`src/design/fspa_pkg.sv`:
```
`timescale 1ns / 1ps

package fspa_pkg;

	localparam int MAX_CHUNKS = 4;
	localparam int MAX_SLOTS  = 64;

	localparam int CHUNK_W = (MAX_CHUNKS > 1) ? $clog2(MAX_CHUNKS) : 1;
	localparam int SLOT_W  = (MAX_SLOTS > 1) ? $clog2(MAX_SLOTS) : 1;
	localparam int ACT_W   = $clog2(MAX_CHUNKS + 1);
	localparam int SCNT_W  = 7;
	localparam int USED_W  = 9;
	localparam int BYTES_W = 16;
	localparam int OFF_W   = 22;

	localparam logic [1:0] OP_ALLOC  = 2'd0;
	localparam logic [1:0] OP_FREE   = 2'd1;
	localparam logic [1:0] OP_RESIZE = 2'd2;

	localparam logic [1:0] ST_OK       = 2'd0;
	localparam logic [1:0] ST_TOO_BIG  = 2'd1;
	localparam logic [1:0] ST_OVERFLOW = 2'd2;
	localparam logic [1:0] ST_BOUNDS   = 2'd3;

	localparam logic [1:0] CFG_SLOT_BYTES = 2'd0;
	localparam logic [1:0] CFG_SLOTS      = 2'd1;
	localparam logic [1:0] CFG_GROW       = 2'd2;

	localparam logic [BYTES_W-1:0] SLOT_BYTES_RST = 16'd16;
	localparam logic [SCNT_W-1:0]  SLOTS_RST      = 7'd64;

	typedef struct packed {
		logic              found;
		logic [SLOT_W-1:0] slot;
	} ffs_res_t;

endpackage

```
`src/design/fspa_ffs.sv`:
```
`timescale 1ns / 1ps

module fspa_ffs (
	input  logic [fspa_pkg::MAX_SLOTS-1:0] word,
	input  logic [fspa_pkg::SCNT_W-1:0]    n,
	output fspa_pkg::ffs_res_t             res
);

	// Lowest clear bit below the slot count; bits above the count are ignored.
	always_comb begin
		res = '0;
		for (int i = fspa_pkg::MAX_SLOTS - 1; i >= 0; i--) begin
			if (!word[i] && (fspa_pkg::SCNT_W'(i) < n)) begin
				res.found = 1'b1;
				res.slot  = fspa_pkg::SLOT_W'(i);
			end
		end
	end

endmodule

```
`src/design/fspa_offset.sv`:
```
`timescale 1ns / 1ps

module fspa_offset (
	input  logic                         clk,
	input  logic [fspa_pkg::SLOT_W-1:0]  slot,
	input  logic [fspa_pkg::BYTES_W-1:0] bytes,
	output logic [fspa_pkg::OFF_W-1:0]   off_s1
);

	always_ff @(posedge clk) begin
		off_s1 <= fspa_pkg::OFF_W'(slot) * fspa_pkg::OFF_W'(bytes);
	end

endmodule

```
`src/design/fixed_slot_pool_allocator.sv`:
```
`timescale 1ns / 1ps
// An allocate runs from acceptance through S_EXEC, S_MUL and S_FIN to the result, with S_EXEC
// repeated for each of the k (0..3) full chunks passed over; the scan reads one chunk
// occupancy word per cycle. Free, resize, oversized and unknown requests visit each once.
// A new request is taken only in S_IDLE, once the previous one has left S_FIN; it is taken
// while the previous result still waits at the output. Reset (arst_n low, asynchronous)
// frees every slot, leaves one active chunk and restores the register defaults.

module fixed_slot_pool_allocator (
	input  logic        clk,
	input  logic        arst_n,
	input  logic        cfg_we,
	input  logic [1:0]  cfg_index,
	input  logic [15:0] cfg_data,
	input  logic        s_tvalid,
	output logic        s_tready,
	input  logic [23:0] s_tdata,  // request_bytes[15:0], handle_chunk[17:16], handle_slot[23:18]
	input  logic [1:0]  s_tuser,  // op[1:0]
	output logic        m_tvalid,
	input  logic        m_tready,
	// given_chunk[1:0], given_slot[7:2], byte_offset[29:8], free_slots[38:30],
	// total_slots[47:39], chunk_count[50:48], zero fill above
	output logic [55:0] m_tdata,
	output logic [1:0]  m_tuser   // status[1:0]
);

	typedef enum logic [3:0] {
		S_IDLE = 4'b0001,
		S_EXEC = 4'b0010,
		S_MUL  = 4'b0100,
		S_FIN  = 4'b1000
	} state_t;

	state_t state_q;

	logic [fspa_pkg::BYTES_W-1:0] slot_bytes_q;
	logic [fspa_pkg::SCNT_W-1:0]  slots_cfg_q;
	logic                         grow_q;

	logic [1:0]                   op_q;
	logic [fspa_pkg::BYTES_W-1:0] req_q;
	logic [fspa_pkg::CHUNK_W-1:0] hc_q;
	logic [fspa_pkg::SLOT_W-1:0]  hs_q;

	logic [fspa_pkg::MAX_SLOTS-1:0] occ_q [fspa_pkg::MAX_CHUNKS];
	logic [fspa_pkg::ACT_W-1:0]     active_q;
	logic [fspa_pkg::USED_W-1:0]    used_q;
	logic [fspa_pkg::CHUNK_W-1:0]   chunk_q;

	logic [1:0]                   status_q;
	logic [fspa_pkg::CHUNK_W-1:0] gc_q;
	logic [fspa_pkg::SLOT_W-1:0]  gs_q;

	logic                         m_tvalid_q;
	logic [55:0]                  m_tdata_q;
	logic [1:0]                   m_tuser_q;

	logic [fspa_pkg::SCNT_W-1:0]    n;
	logic [fspa_pkg::CHUNK_W-1:0]   rd_idx;
	logic [fspa_pkg::MAX_SLOTS-1:0] occ_rd;
	fspa_pkg::ffs_res_t             ffs;
	logic [fspa_pkg::ACT_W-1:0]     chunk_next;
	logic [fspa_pkg::OFF_W-1:0]     off_s1;
	logic [9:0]                     total_full;
	logic [fspa_pkg::USED_W-1:0]    total;
	logic [fspa_pkg::USED_W-1:0]    free_cnt;

	// Slot count clamped to 1..MAX_SLOTS.
	always_comb begin
		if (slots_cfg_q == '0) begin
			n = fspa_pkg::SCNT_W'(1);
		end else if (slots_cfg_q > fspa_pkg::SCNT_W'(fspa_pkg::MAX_SLOTS)) begin
			n = fspa_pkg::SCNT_W'(fspa_pkg::MAX_SLOTS);
		end else begin
			n = slots_cfg_q;
		end
	end

	// One read port: a free looks at the handle's chunk, an allocate at the scan chunk.
	assign rd_idx     = (op_q == fspa_pkg::OP_FREE) ? hc_q : chunk_q;
	assign occ_rd     = occ_q[rd_idx];
	assign chunk_next = fspa_pkg::ACT_W'(chunk_q) + fspa_pkg::ACT_W'(1);

	fspa_ffs u_ffs (
		.word (occ_rd),
		.n    (n),
		.res  (ffs)
	);

	fspa_offset u_offset (
		.clk    (clk),
		.slot   (gs_q),
		.bytes  (slot_bytes_q),
		.off_s1 (off_s1)
	);

	assign total_full = 10'(active_q) * 10'(n);
	assign total      = total_full[fspa_pkg::USED_W-1:0];
	assign free_cnt   = (total > used_q) ? total - used_q : '0;

	assign s_tready = (state_q == S_IDLE);
	assign m_tvalid = m_tvalid_q;
	assign m_tdata  = m_tdata_q;
	assign m_tuser  = m_tuser_q;

	always_ff @(posedge clk or negedge arst_n) begin
		if (!arst_n) begin
			slot_bytes_q <= fspa_pkg::SLOT_BYTES_RST;
			slots_cfg_q  <= fspa_pkg::SLOTS_RST;
			grow_q       <= 1'b0;
		end else if (cfg_we) begin
			unique case (cfg_index)
				fspa_pkg::CFG_SLOT_BYTES: slot_bytes_q <= cfg_data;
				fspa_pkg::CFG_SLOTS:      slots_cfg_q  <= cfg_data[fspa_pkg::SCNT_W-1:0];
				fspa_pkg::CFG_GROW:       grow_q       <= cfg_data[0];
				default: ;
			endcase
		end
	end

	always_ff @(posedge clk or negedge arst_n) begin
		if (!arst_n) begin
			state_q    <= S_IDLE;
			for (int c = 0; c < fspa_pkg::MAX_CHUNKS; c++) begin
				occ_q[c] <= '0;
			end
			active_q   <= fspa_pkg::ACT_W'(1);
			used_q     <= '0;
			chunk_q    <= '0;
			op_q       <= '0;
			req_q      <= '0;
			hc_q       <= '0;
			hs_q       <= '0;
			status_q   <= fspa_pkg::ST_OK;
			gc_q       <= '0;
			gs_q       <= '0;
			m_tvalid_q <= 1'b0;
			m_tdata_q  <= '0;
			m_tuser_q  <= '0;
		end else begin
			// In the final state the output register is reloaded below instead.
			if (m_tready && (state_q != S_FIN)) begin
				m_tvalid_q <= 1'b0;
			end
			unique case (state_q)
				S_IDLE: begin
					if (s_tvalid) begin
						op_q    <= s_tuser;
						req_q   <= s_tdata[15:0];
						hc_q    <= s_tdata[17:16];
						hs_q    <= s_tdata[23:18];
						chunk_q <= '0;
						state_q <= S_EXEC;
					end
				end
				S_EXEC: begin
					status_q <= fspa_pkg::ST_OK;
					gc_q     <= '0;
					gs_q     <= '0;
					state_q  <= S_MUL;
					case (op_q)
						fspa_pkg::OP_ALLOC: begin
							if (req_q > slot_bytes_q) begin
								status_q <= fspa_pkg::ST_TOO_BIG;
							end else if (ffs.found) begin
								occ_q[chunk_q] <= occ_rd
									| (fspa_pkg::MAX_SLOTS'(1) << ffs.slot);
								used_q <= used_q + fspa_pkg::USED_W'(1);
								gc_q   <= chunk_q;
								gs_q   <= ffs.slot;
							end else if (chunk_next < active_q) begin
								// Current chunk is full: look at the next one.
								chunk_q <= chunk_q + fspa_pkg::CHUNK_W'(1);
								state_q <= S_EXEC;
							end else if (grow_q &&
								active_q < fspa_pkg::ACT_W'(fspa_pkg::MAX_CHUNKS)) begin
								occ_q[active_q[fspa_pkg::CHUNK_W-1:0]] <=
									fspa_pkg::MAX_SLOTS'(1);
								active_q <= active_q + fspa_pkg::ACT_W'(1);
								used_q   <= used_q + fspa_pkg::USED_W'(1);
								gc_q     <= active_q[fspa_pkg::CHUNK_W-1:0];
							end else begin
								status_q <= fspa_pkg::ST_OVERFLOW;
							end
						end
						fspa_pkg::OP_FREE: begin
							if ((fspa_pkg::ACT_W'(hc_q) >= active_q) ||
								(fspa_pkg::SCNT_W'(hs_q) >= n)) begin
								status_q <= fspa_pkg::ST_BOUNDS;
							end else if (occ_rd[hs_q]) begin
								occ_q[hc_q] <= occ_rd & ~(fspa_pkg::MAX_SLOTS'(1) << hs_q);
								if (used_q != '0) begin
									used_q <= used_q - fspa_pkg::USED_W'(1);
								end
							end
						end
						fspa_pkg::OP_RESIZE: begin
							if (req_q > slot_bytes_q) begin
								status_q <= fspa_pkg::ST_TOO_BIG;
							end else begin
								gc_q <= hc_q;
								gs_q <= hs_q;
							end
						end
						default: begin
							status_q <= fspa_pkg::ST_BOUNDS;
						end
					endcase
				end
				S_MUL: begin
					state_q <= S_FIN;
				end
				S_FIN: begin
					// Wait here only while the previous result is still held.
					if (!m_tvalid_q || m_tready) begin
						m_tvalid_q <= 1'b1;
						m_tuser_q  <= status_q;
						m_tdata_q  <= {5'd0, active_q, total, free_cnt, off_s1, gs_q, gc_q};
						state_q    <= S_IDLE;
					end
				end
				default: begin
					state_q <= S_IDLE;
				end
			endcase
		end
	end

endmodule
```
`config.mk`:
```
export PLATFORM = sky130hd
export DESIGN_NAME = fixed_slot_pool_allocator
export DESIGN_NICKNAME = d
export VERILOG_FILES = /design/src/design/fspa_pkg.sv /design/src/design/fspa_ffs.sv /design/src/design/fspa_offset.sv /design/src/design/fixed_slot_pool_allocator.sv
export SDC_FILE = /design/constraint.sdc
export NUM_CORES = 2
export LEC_CHECK = 0
export ABC_CLOCK_PERIOD_IN_PS = 6600
export BUFFER_PORTS_ARGS = -buffer_cell sky130_fd_sc_hd__clkbuf_2
export CAP_MARGIN = 20
export CORE_MARGIN = 2
export CORE_UTILIZATION = 30
export DETAILED_ROUTE_END_ITERATION = 10
export PLACE_DENSITY = 0.47
export REMOVE_ABC_BUFFERS = 1
export SLEW_MARGIN = 30
export SYNTH_ARGS = -nofsm -noshare
export SYNTH_HDL_FRONTEND = slang
export SYNTH_SLANG_ARGS = --single-unit
```
`constraint.sdc`:
```
create_clock -name clk -period 6.6 [get_ports clk]
set_input_delay 0.66 -clock clk [delete_from_list [all_inputs] [get_ports clk]]
set_output_delay 0.66 -clock clk [all_outputs]
set_load 0.01 [all_outputs]
```
==> metrics.cfg <==
[clock_network]
cts_max_level = 2
cts-root-buf = clkbuf_16
worstSkewPairLatency_ps = 680
cts_resized = 0
cts_sinks = 410
path_clk_slew_ps = 60
cts_tree = yes
clock_path_buffers = 3
cts-buffers-inserted = 53

[sta]
worst_slack_ps = 763
setup_viol = 0
final_max_slew_viol_count = 0
final.setup.tns_ps = 0
rsz0062_at_grt = no
worst_slew_pin_slew_ps = 1090
post-route-min-period_ps = 5840
finClkSkew_ps = 36.8
hold_viol = 0
finalCritPeriodShare_pct = 88.4
slew_headroom_pct = 27.0
fmax_ghz = 0.171

[finish]
final-instance-count-excl-fill = 5202
fillers = 10600
layout-drive-gt1-share_pct = 18.3
multi_input_area_um2 = 18900
final_common_cell = nand2_1
final_cell_mix = 467 x nand2_1, 384 x dfrtp_1, 349 x a21oi_1
syn_to_final_growth_pct = 18.1
num-nets-final = 3989
regArea_um2 = 10200

[detailed_routing]
drt-total-wl_um = 163000
drc_errors = 0
postRouteAntennaNets = 0
vias = 31900
drtIter0Drc = 3886
routed_via_density = 6.14
wl_per_cell_um = 31.3
first_pass_iters = 8

[place]
dp_cells = 5099
dpl.hpwl_um = 118000
preCtsSetupSlack_ps = 834
port_buffers = 103
gp_congestion = 1.07

[power_and_ir_drop]
p_switching_uw = 7350
seq_power_share_pct = 23.3
clock_power_share_pct = 20.9
comb_power_share_pct = 55.9
p_int_uw = 7290
leakagePower_uw = 0.0156
vdd_ir_drop_max_mv = 0.305
p_sw_share_pct = 50.2
powerDensity_nw_per_um2 = 402

[logic_synthesis]
synth_top_area_cell = dfrtp_1
synth_warnings = 0
yosys_register_bits = 410
synth_flop_cell = dfrtp_1
ys_async_sr_fraction_pct = 94.6
synthCells = 3632
netlist.area_leader.share_pct = 31.2
synth_edf_count = 0
synth_cell_types = 111
synth_area_um2 = 30800
synthTopCellsByArea = dfrtp_1 31%, nand2_1 5.7%, a21oi_1 5.7%
syn_avg_cell_area_um2 = 8.49
synth-seq-area-share_pct = 32.9

[setup_path]
timing.critical_path.to = occ_q[30]
ff2ff_path_depth = 19
crit_required_ps = 7170
cp_slowest_stage_delay_ps = 650
start_kind = flip-flop
crit_top_cell = a21o_1
crit_arrival_ps = 6410
endpoint_kind = flip-flop
crit_path_max_fanout = 31
r2r-end = occ_q[30]
rrSetupSlack_ps = 760
slowest_stage = o311ai_0
worst_r2r_startpoint = slots_cfg_q[2]
startpoint = slots_cfg_q[2]
worst-setup-path-type = reg -> reg
crit_chain = nor2_1 -> nand2_1 -> nor3_1 -> or2_2 -> ha_1 -> nand2b_1 -> a21o_1 -> a21o_1 -> a21oi_1 -> nor2b_1 -> o21a_1 -> o311ai_0 -> o31a_1 -> o211a_2 -> buf_4 -> and2_1 -> buf_12 -> nand3_2 -> o211ai_1

[die]
fp.dieH_um = 325
dieArea_um2 = 105000
core_um2 = 102000
die_x_um = 325
row_count = 117
ioPinCount = 109
start_util_pct = 30.3

[global_route]
grt_max_degree = 135
overflow = 0
antenna_found_initial = 5
grt_use_total_pct = 30.1
grt_pass1_wl_um = 233000
grt_pass1_vias = 31100

[job]
maxCapViolCount = 0

[min_path]
hold_path_class = in -> reg

[run_status]
status = finished, final reports clean

==> per-stage QoR <==
stage | utilization, % | hold slack (ps) | cell area [um^2] | power (uW)
2_1_floorplan | - | 364 | 29400 | 7780
6_report | 35.7 | 195 | 36400 | 14600
5_1_grt | 35.7 | 190 | 36400 | 15300
3_5_place_dp | 33.9 | 450 | 34600 | 11300
3_3_place_gp | 33.8 | 445 | 34500 | 11300
4_1_cts | 35.7 | 162 | 36400 | 14400
==> synth_stat cells (all sizes together) (27+ instances only) <==
cell type and count:
a21o 30, nor2 273, o21ai 291, inv 143, xnor2 27, a31oi 62
a22oi 48, a21oi 352, a32oi 28, o21a 28, fa 65, clkbuf 159
nor3 97, nand2b 28, and2 44, o31ai 100, dfrtp 384, ha 88
buf 134, mux2i 53, mux2 84, o221ai 27, and3 32, a221o 62
a211oi 96, nand2 472, nand3 27, o211a 49
==> flip-flops by register name (all words and copies together), names as in the netlist, 7 cells and up <==
name	cells
occ_q	256
used_q	9
m_tdata	51
slot_bytes_q	16
u_offset.off_s1	22
req_q	16
slots_cfg_q	7
==> routing by layer <==
metal	up-vias	wire (um)	track usage [%]
met5	-	41	0
met4	6	8690	14.5
met3	441	16400	7.87
met2	1875	69900	45.3
met1	16000	67500	40.1
li1	13700	-	-
==> logic make-up (layout without fill, tap and decap cells) <==
| logic type | Yosys count | in the layout | share of synthesized area, % |
|---|---|---|---|
| xor+xnor | 37 | 37 | 1.05 |
| mux | 146 | 146 | 5.46 |
| fa+ha+maj | 153 | 153 | 7.79 |
| simple gates | 1090 | 1090 | 16.5 |
| flops | 410 | 410 | 32.9 |
| buf+inv | 436 | 632 | 6.51 |
| other cells | 1 | 7 | 0.0122 |
| compound gates | 1359 | 1359 | 29.8 |
==> cell type report <==
type                    instances  area share, %
diodes                          2         0.0137
clock buffers                  69           4.03
clock inverters                31          0.914
inverters                     143           1.48
multi-input cells            2790           51.9
flip-flops and latches        410           27.9
well taps                    1368           4.70
repair buffers                389           9.09
==> timing repair <==
| action | CTS | global route |
|---|---|---|
| buffers inserted | 0 | 0 |
| hold buffers | 1 | 0 |
| hold endpoints to repair | 55 | 0 |
==> worst max-delay path: cells and delay by family (launching register included) <==
kind,cells,cell delay [ps]
AND/OR/NAND/NOR,8,2100
flip-flops,1,600
adder cells (fa/ha/maj),1,240
AO/OA/AOI/OAI,8,2300
buffers and inverters,2,470
==> how the worst min path moves through the flow <==
stage | from | to | slack (ps) | depth (start not counted)
after floorplan | arst_n | active_q[1] | 360 | 0
after global placement | u_offset.off_s1[9] | m_tdata[17] | 450 | 1
after detailed placement | u_offset.off_s1[5] | m_tdata[13] | 450 | 1
after CTS | cfg_data[8] | slot_bytes_q[8] | 160 | 3
after global routing | cfg_data[9] | slot_bytes_q[9] | 190 | 3
final | cfg_data[9] | slot_bytes_q[9] | 200 | 3
==> power groups by stage <==
stage | registers, uW | clock network [uW] | logic, uW
3_3_place_gp | 3440 | 0 | 7860
2_1_floorplan | 3360 | 0 | 4420
4_1_cts | 3400 | 3110 | 7920
6_report | 3410 | 3050 | 8180
5_1_grt | 3460 | 3220 | 8640
3_5_place_dp | 3440 | 0 | 7890
No activity file was read; power rests on OpenSTA's default activity.
